[config.mk]
export PLATFORM = sky130hd
export DESIGN_NAME = stable_sorted_priority_queue
export DESIGN_NICKNAME = d
export VERILOG_FILES = /design/src/stsq_pkg.sv /design/src/stable_sorted_priority_queue.sv /design/src/stsq_cell.sv
export SDC_FILE = /design/constraint.sdc
export NUM_CORES = 2
export LEC_CHECK = 0
export BUFFER_PORTS_ARGS = -buffer_cell sky130_fd_sc_hd__buf_2
export CORE_ASPECT_RATIO = 0.8
export CORE_MARGIN = 2
export CORE_UTILIZATION = 50
export CTS_BUF_LIST = sky130_fd_sc_hd__clkbuf_4 sky130_fd_sc_hd__clkbuf_8 sky130_fd_sc_hd__clkbuf_16
export DETAILED_ROUTE_END_ITERATION = 8
export PLACE_DENSITY = 0.76
export SYNTH_ARGS = -nofsm -noshare
export SYNTH_HDL_FRONTEND = slang
export SYNTH_SLANG_ARGS = --single-unit
[constraint.sdc]
create_clock -name clock -period 9.01 [get_ports clock]
set_clock_uncertainty 0.15 [all_clocks]
set_input_delay 1.3515 -clock clock [delete_from_list [all_inputs] [get_ports clock]]
set_output_delay 1.3515 -clock clock [all_outputs]
set_load 0.005 [all_outputs]
[src/stsq_pkg.sv]
// Shared types and constants for the stable sorted priority queue.
// Used by the cell, the top level and the checker; depends on nothing.
`default_nettype none

package stsq_pkg;

   localparam int CAPACITY_DEFAULT = 16;
   localparam int PRIO_W           = 8;
   localparam int PAYLOAD_W        = 32;
   localparam int OCC_W            = 5;

   localparam logic FUNC_ENQUEUE = 1'b0;
   localparam logic FUNC_DEQUEUE = 1'b1;

   typedef struct packed {
      logic                 func;
      logic [PRIO_W-1:0]    priority_req;
      logic [PAYLOAD_W-1:0] payload;
   } req_type;

   typedef struct packed {
      logic                 queue_empty;
      logic [PRIO_W-1:0]    front_priority;
      logic [PAYLOAD_W-1:0] front_payload;
      logic [OCC_W-1:0]     occupancy;
      logic                 refused;
   } rsp_type;

   typedef struct packed {
      logic [PRIO_W-1:0]    prio;
      logic [PAYLOAD_W-1:0] payload;
   } entry_type;

   typedef struct packed {
      logic      enq;
      logic      deq;
      entry_type item;
   } cmd_type;

endpackage

`default_nettype wire

[src/stable_sorted_priority_queue.sv]
// Top level of the stable sorted priority queue: a chain of stsq_cell slots,
// the occupancy count and the result register. Depends on stsq_pkg, stsq_cell.
//
// Holds up to CAPACITY entries sorted by ascending priority; equal priorities
// leave in arrival order. Each request transfer either enqueues an entry or
// dequeues the front one, and yields exactly one response transfer reporting
// the front entry, emptiness and occupancy after the operation. Every cell
// compares against the new priority in parallel and all cells shift together,
// so a new request is taken every cycle while the response register is free
// or being drained. An enqueue into a full queue is dropped and flagged with
// refused; a dequeue of an empty queue changes nothing. occupancy reports
// the count modulo 32.
`default_nettype none

module stable_sorted_priority_queue #(
   parameter int CAPACITY = stsq_pkg::CAPACITY_DEFAULT
) (
   input  wire logic              clock,
   input  wire logic              reset,
   input  wire logic              req_valid,
   output logic                   req_stall,
   input  wire stsq_pkg::req_type req_data,
   output logic                   rsp_valid,
   input  wire logic              rsp_stall,
   output stsq_pkg::rsp_type      rsp_data
);

   localparam int CNT_W = $clog2(CAPACITY + 1);

   logic [CNT_W-1:0]  count_ff;
   logic [CNT_W-1:0]  count_in;
   logic              rsp_valid_ff;
   logic              rsp_valid_in;
   stsq_pkg::rsp_type rsp_ff;
   stsq_pkg::rsp_type rsp_in;

   logic              req_fire;
   logic              full;
   logic              empty;
   stsq_pkg::cmd_type cmd;

   logic                cell_keep  [CAPACITY];
   stsq_pkg::entry_type cell_entry [CAPACITY];
   stsq_pkg::entry_type cell_next  [CAPACITY];

   assign req_stall = rsp_valid_ff && rsp_stall;
   assign req_fire  = req_valid && !req_stall;
   assign full      = (count_ff == CNT_W'(CAPACITY));
   assign empty     = (count_ff == '0);

   always_comb begin
      cmd.item.prio    = req_data.priority_req;
      cmd.item.payload = req_data.payload;
      cmd.enq = req_fire && (req_data.func == stsq_pkg::FUNC_ENQUEUE) && !full;
      cmd.deq = req_fire && (req_data.func == stsq_pkg::FUNC_DEQUEUE) && !empty;
   end

   for (genvar g = 0; g < CAPACITY; g++) begin : g_cell
      logic                left_keep;
      stsq_pkg::entry_type left_entry;
      stsq_pkg::entry_type right_entry;

      if (g == 0) begin : g_head
         assign left_keep  = 1'b1;
         assign left_entry = cmd.item;
      end else begin : g_body
         assign left_keep  = cell_keep[g-1];
         assign left_entry = cell_entry[g-1];
      end

      if (g == CAPACITY - 1) begin : g_tail
         assign right_entry = cmd.item;
      end else begin : g_mid
         assign right_entry = cell_entry[g+1];
      end

      stsq_cell u_cell (
         .clock       (clock),
         .cmd         (cmd),
         .occupied    (CNT_W'(g) < count_ff),
         .left_keep   (left_keep),
         .left_entry  (left_entry),
         .right_entry (right_entry),
         .keep        (cell_keep[g]),
         .entry       (cell_entry[g]),
         .next_entry  (cell_next[g])
      );
   end

   always_comb begin
      count_in = count_ff;
      if (cmd.enq) begin
         count_in = count_ff + 1'b1;
      end else if (cmd.deq) begin
         count_in = count_ff - 1'b1;
      end
   end

   always_comb begin
      rsp_in                = rsp_ff;
      rsp_valid_in          = rsp_valid_ff && rsp_stall;
      if (req_fire) begin
         rsp_valid_in          = 1'b1;
         rsp_in.queue_empty    = (count_in == '0);
         rsp_in.front_priority = (count_in == '0) ? '0 : cell_next[0].prio;
         rsp_in.front_payload  = (count_in == '0) ? '0 : cell_next[0].payload;
         rsp_in.occupancy      = stsq_pkg::OCC_W'(count_in);
         rsp_in.refused        = (req_data.func == stsq_pkg::FUNC_ENQUEUE) && full;
      end
   end

   always_ff @(posedge clock) begin
      if (reset) begin
         count_ff     <= '0;
         rsp_valid_ff <= 1'b0;
      end else begin
         count_ff     <= count_in;
         rsp_valid_ff <= rsp_valid_in;
      end
      rsp_ff <= rsp_in;
   end

   assign rsp_valid = rsp_valid_ff;
   assign rsp_data  = rsp_ff;

endmodule

`default_nettype wire

[src/stsq_cell.sv]
// One slot of the sorted chain: holds an entry and shifts with its neighbors.
// Depends on stsq_pkg.
`default_nettype none

module stsq_cell (
   input  wire logic                clock,
   input  wire stsq_pkg::cmd_type   cmd,
   input  wire logic                occupied,
   input  wire logic                left_keep,
   input  wire stsq_pkg::entry_type left_entry,
   input  wire stsq_pkg::entry_type right_entry,
   output logic                     keep,
   output stsq_pkg::entry_type      entry,
   output stsq_pkg::entry_type      next_entry
);

   stsq_pkg::entry_type entry_ff;
   stsq_pkg::entry_type entry_in;

   assign keep = occupied && (entry_ff.prio <= cmd.item.prio);

   always_comb begin
      entry_in = entry_ff;
      if (cmd.enq) begin
         if (keep) begin
            entry_in = entry_ff;
         end else if (left_keep) begin
            entry_in = cmd.item;
         end else begin
            entry_in = left_entry;
         end
      end else if (cmd.deq) begin
         entry_in = right_entry;
      end
   end

   assign entry      = entry_ff;
   assign next_entry = entry_in;

   always_ff @(posedge clock) begin
      entry_ff <= entry_in;
   end

endmodule

`default_nettype wire

# Yosys cells after proc, flatten, opt, wreduce, memory -nomap -nowiden
# Index checks and enable logic that the tools add are counted.
# totals
reg_bits	693
ram_bits	0
romBits	0
latchBits	0
memories	0
elab_cells	200
inputBits	45
out_inout_bits	49
# classes
eq_ne	16
mux	66
bitwise	1
magnitude_cmp	32
n_div	0
addsub	2
n_shift	0
n_reduce_logical	44
mul	0
# ops
cell	count
$mux W40	63
$le A8 B8 Y1	16
$lt A4 B5 Y1 const A	8
$ne A2 B2 Y1 const B	15
$reduce_and A2 Y1	15
$logic_and A1 B1 Y1	23
$lt A3 B5 Y1 const A	4
$logic_not A5 Y1	2
$lt A1 B5 Y1 const A	2
$lt A2 B5 Y1 const A	2
$mux W5	2
$add A5 B1 Y5 const B	1
$eq A5 B5 Y1 const B	1
$sub A5 B1 Y5 const B	1
$logic_not A1 Y1	3
$reduce_bool A2 Y1	1
$mux W1	1
$not A1 Y1	1

# Depth between registers and ports, before layout
# depth
word_depth	8
ltp_mapped	13
mapped_depth_nobuf	8

# By module
# Synthesis repeated with hierarchy kept, for this count alone.
# hier_totals
hier_cells	5318
area_unflattened_um2	57321.2
# by_module_without_submodules
mod	seq_area_each_um2	area_each_um2	n_inst	cells_each
stsq_cell at g_cell[14].u_cell ...	800.8	3301.9	11	317
stsq_cell at g_cell[0].u_cell ...	800.8	3557.2	5	317
stable_sorted_priority_queue	1531.5	3214.3	1	246

# Worst setup path after synthesis
# Ideal clock, no wire load.
# synth_path
path_type	input to register
startpoint	in req_data[39] in the netlist's numbering
endpoint	reg g_cell[5].u_cell.entry_ff, in the netlist g_cell[5].u_cell.entry[0] (enable)
setup_slack_ps	2089
arrival_time_ps	6278
setup_ps	493
stages	10
path_cell_list	clkbuf_1 -> clkbuf_1 -> inv_1 -> ha_1 -> and3_1 -> and4_1 -> o21ai_0 -> a21oi_1 -> clkbuf_1 -> o21ai_0
# synth_between
elab_chain_cells	4
# synth_rtl
item	line	text
from (decl)	stable_sorted_priority_queue.sv:22	input wire stsq_pkg::req_type req_data,
$le A8 B8 Y1	stsq_cell.sv:20	assign keep = occupied && (entry_ff.prio <= cmd.item.prio);
$logic_and A1 B1 Y1	stsq_cell.sv:20	
$ne A2 B2 Y1 (no source line)	n/a	
$reduce_and A2 Y1 (no source line)	n/a	
to (signal assigned)	stsq_cell.sv:41	entry_ff <= entry_in;
to (decl)	stsq_cell.sv:17	stsq_pkg::entry_type entry_ff;
# Every way passes these cells.
# A chain may end at the register's enable or synchronous reset.

# Worst setup path in the final report
# layout_path
startpoint	in req_data[39] in the netlist's numbering
endpoint	reg g_cell[12].u_cell.entry_ff, in the netlist g_cell[12].u_cell.entry[10] (enable)
# layout_between
elab_chain_cells	4
# layout_rtl
item	line
$le A8 B8 Y1	stsq_cell.sv:20
$logic_and A1 B1 Y1	stsq_cell.sv:20
$ne A2 B2 Y1 (no source line)	n/a
$reduce_and A2 Y1 (no source line)	n/a
to (signal assigned)	stsq_cell.sv:41
to (decl)	stsq_cell.sv:17
# Every way passes these cells.

==> impl_metrics.py <==
metrics = {
    "synthesis": {
        "async_reset_ff_share_pct": 0,
        "synth_common_cells": "647 x edfxtp_1, 594 x o21ai_0, 539 x a21oi_1",
        "seq_area_frac_synth_pct": 52.1,
        "syn_area_per_cell_um2": 9.57,
        "yosysTopAreaCellShare_pct": 49.7,
        "ys.flop_type": "edfxtp_1",
        "ys_seq_elements": 693,
        "synth_most_common_cell": "edfxtp_1",
        "postSynthCellCount": 4083,
        "synth_area_mm2": 0.0391,
        "synth.largest_area_cell": "edfxtp_1",
        "syn_nets": 4260,
        "synthTopCellsByArea": "edfxtp_1 50%, a31oi_1 8.2%, o21ai_0 7.6%",
        "synth-edff-count": 647,
        "yosys_warnings": 0,
        "synth_cell_types": 57,
    },
    "finish": {
        "fill_cells": 6689,
        "multiInputGateArea_mm2": 0.0169,
        "drive_gt1_share_pct": 10.0,
        "final_nets": 4039,
        "register_area_mm2": 0.0203,
        "finalInstanceArea_mm2": 0.0421,
        "area_growth_syn_to_layout_pct": 7.80,
    },
    "clocking": {
        "cts_tree": "built",
        "clock_latency_ns": 0.64,
        "cts_resized": 0,
        "cts.clk_slew.worst_paths_ns": 0.06,
        "cts_max_path_buffers": 3,
        "clock-sinks": 693,
        "h-tree-depth": 3,
        "root_buffer": "clkbuf_16",
        "cts-buffers-inserted": 68,
        "ctsHoldBuffers": 0,
        "post-cts-setup-buffers": 0,
    },
    "flow_run": {
        "cap_viol_max_count": 0,
    },
    "critical_path": {
        "r2r.worst_path.cells": 7,
        "crit_slowest_cell": "nand2_2",
        "crit_chain": "buf_2 > inv_1 > ha_1 > nand4_1 > a21oi_1 > o22a_1 > buf_4 > o21ai_0 > nand2_2",
        "crit_path_end_kind": "register",
        "r2r_slack_ns": 4.10,
        "worstSetupPathType": "in2reg",
        "worst-path-buf-inv": 3,
        "crit_family": "buffers and inverters",
        "worstPathArrival_ns": 5.13,
        "crit_end": "g_cell[12].u_cell.entry[10]",
        "crit_start": "req_data[39]",
        "cp-start-kind": "primary input",
        "crit_path_max_fanout": 41,
        "crit_path_max_incr_delay_ns": 0.93,
        "rr_startpoint": "count_ff[0]",
        "path_depth": 9,
        "worstPathRequired_ns": 9.10,
        "r2r_end": "g_cell[1].u_cell.entry[32]",
    },
    "power": {
        "p_clk_share_pct": 24.2,
        "internal-power_mw": 7.34,
        "power_density_mw_per_mm2": 282,
        "power_frac_seq_pct": 41.9,
        "ir_worst_vdd_mv": 0.160,
        "p_sw_share_pct": 38.2,
        "p_comb_share_pct": 33.9,
        "leakage_nw": 14.7,
        "p_switching_mw": 4.54,
    },
    "floorplanning": {
        "io_pins": 94,
        "dieHeight_um": 254,
        "row_count": 91,
        "die_area_mm2": 0.0804,
        "die_w_um": 317,
        "start_util_pct": 50.6,
        "core_mm2": 0.0772,
    },
    "sta": {
        "period_share_pct": 55.9,
        "fmax_ghz": 0.198,
        "slew_violations": 0,
        "period_needed_ns": 5.04,
        "hold_viol": 0,
        "setup_ws_ns": 3.97,
        "rsz0062_at_grt": "no",
        "setup_viol": 0,
        "relSlewSlack_pct": 19.5,
        "final.setup.tns_ns": 0,
        "worstMarginPinSlew_ns": 1.21,
    },
    "place": {
        "port_buffers": 93,
        "place_congestion": 0.895,
        "dpl_worst_slack_ns": 3.52,
        "placed_area_mm2": 0.0399,
        "hpwl_um": 73200,
    },
    "routing": {
        "routed-via-count": 34500,
        "drt_pass1_iterations": 7,
        "drtIter0Drc": 5055,
        "vias_per_cell": 6.98,
        "ant_nets": 0,
        "drc": 0,
        "wl_per_cell_um": 23.5,
        "routed_wirelength_um": 116000,
    },
    "global_route": {
        "antenna_found_initial": 1,
        "grt_pass1_wl_um": 183000,
        "grt_pass1_vias": 33200,
        "grt-ovfl-total": 0,
        "grt_start_max_net_pins": 225,
        "grtUsageTotal_pct": 28.1,
    },
    "worst_hold_path": {
        "hp-start": "g_cell[0].u_cell.entry[32]",
        "hold_class": "reg2reg",
    },
    "run_status": {
        "status": "complete, no violations",
    },
}
==> sequential cells by signal, summed over array words and instances, names as in the netlist <==
name / flops
g_cell.u_cell.entry: 640
rsp_data: 47
count_ff: 5
rsp_valid: 1
==> cell usage in the layout, fill, tap and decap left out, types with 3 or more instances in the layout <==
| cell type | instances |
|---|---|
| o22ai_2 | 11 |
| nor2_2 | 4 |
| a21oi_1 | 533 |
| a22oi_1 | 50 |
| nand4_1 | 30 |
| o21ai_0 | 592 |
| nand2_2 | 3 |
| mux2_2 | 40 |
| nor3_1 | 6 |
| nor2_1 | 477 |
| buf_12 | 3 |
| a21oi_2 | 4 |
| buf_2 | 93 |
| o22ai_1 | 3 |
| clkbuf_8 | 7 |
| a31oi_1 | 510 |
| nor2b_1 | 23 |
| inv_1 | 59 |
| o211ai_1 | 14 |
| clkinv_1 | 8 |
| o21ai_2 | 4 |
| a211o_1 | 39 |
| dfxtp_1 | 46 |
| clkbuf_16 | 70 |
| buf_4 | 80 |
| nand2_1 | 112 |
| mux2i_1 | 81 |
| xor2_1 | 3 |
| clkinv_8 | 3 |
| nand3_1 | 80 |
| clkbuf_4 | 24 |
| clkinv_2 | 8 |
| ha_1 | 132 |
| a31oi_2 | 9 |
| edfxtp_1 | 647 |
| o22a_1 | 11 |
| a21o_1 | 5 |
| a22o_1 | 37 |
==> worst register-to-register path, delay by kind of cell (launching register included) <==
kind            cells  cell delay (ns)
buf+inv             3             1.93
flops               1             0.49
simple gates        1             0.64
compound gates      2             1.14
fa+ha+maj           1             0.24
==> worst min-delay path by stage <==
stage	end	slack, ns	cells after the start
floorplan	g_cell[0].u_cell.entry[32]	0.35	2
global placement	g_cell[0].u_cell.entry[32]	0.36	2
detailed placement	g_cell[0].u_cell.entry[32]	0.37	2
CTS	g_cell[0].u_cell.entry[32]	0.39	2
global route	g_cell[0].u_cell.entry[3]	0.42	2
finish	g_cell[0].u_cell.entry[32]	0.39	2
==> through the flow <==
stage | utilization (%) | hold WS (ns) | instances | power (mW)
finish | 54.6 | 0.393 | 4939 | 11.9
global route | 54.6 | 0.418 | 4937 | 12.4
CTS | 54.6 | 0.390 | 4937 | 11.8
detailed placement | 51.7 | 0.373 | 4815 | 8.92
global placement | 51.7 | 0.359 | 4815 | 8.79
floorplan | - | 0.345 | 4083 | 7.68
==> power by group through the flow <==
stage | Combinational [mW] | Clock [mW] | Sequential [mW]
after detailed placement | 3.89 | 0 | 5.02
after global placement | 3.77 | 0 | 5.02
after CTS | 3.91 | 2.89 | 4.96
after floorplan | 2.80 | 0 | 4.87
after global routing | 4.39 | 3.00 | 5.05
final | 4.03 | 2.88 | 4.98
==> per-layer routing <==
layer  track usage, %  up-vias  part of all wire, %
met5                0        -                    0
li1                 -    15000                    -
met1             40.8    16800                   42
met2             42.5     2312                   45
met3             4.95      286                   11
met4             9.35        0                  3.0
==> kinds of logic after synthesis <==
group,synth area share [%]
adder cells (fa/ha/maj),4.23
XOR/XNOR,0.112
buffers and inverters,5.19
AO/OA/AOI/OAI,27.0
flip-flops,52.1
AND/OR/NAND/NOR,8.19
multiplexers,3.23
==> layout make-up <==
type                            instances  share of cell area [%]
Multi-Input combinational cell       2863                    40.2
Sequential cell                       693                    48.3
Timing Repair Buffer                  176                    2.67
Clock inverter                         21                   0.374
Clock buffer                          101                    4.82
Inverter                               60                   0.535
Tap cell                             1023                    3.04
Antenna cell                            2                  0.0119
No activity file was read; power rests on OpenSTA's default activity.
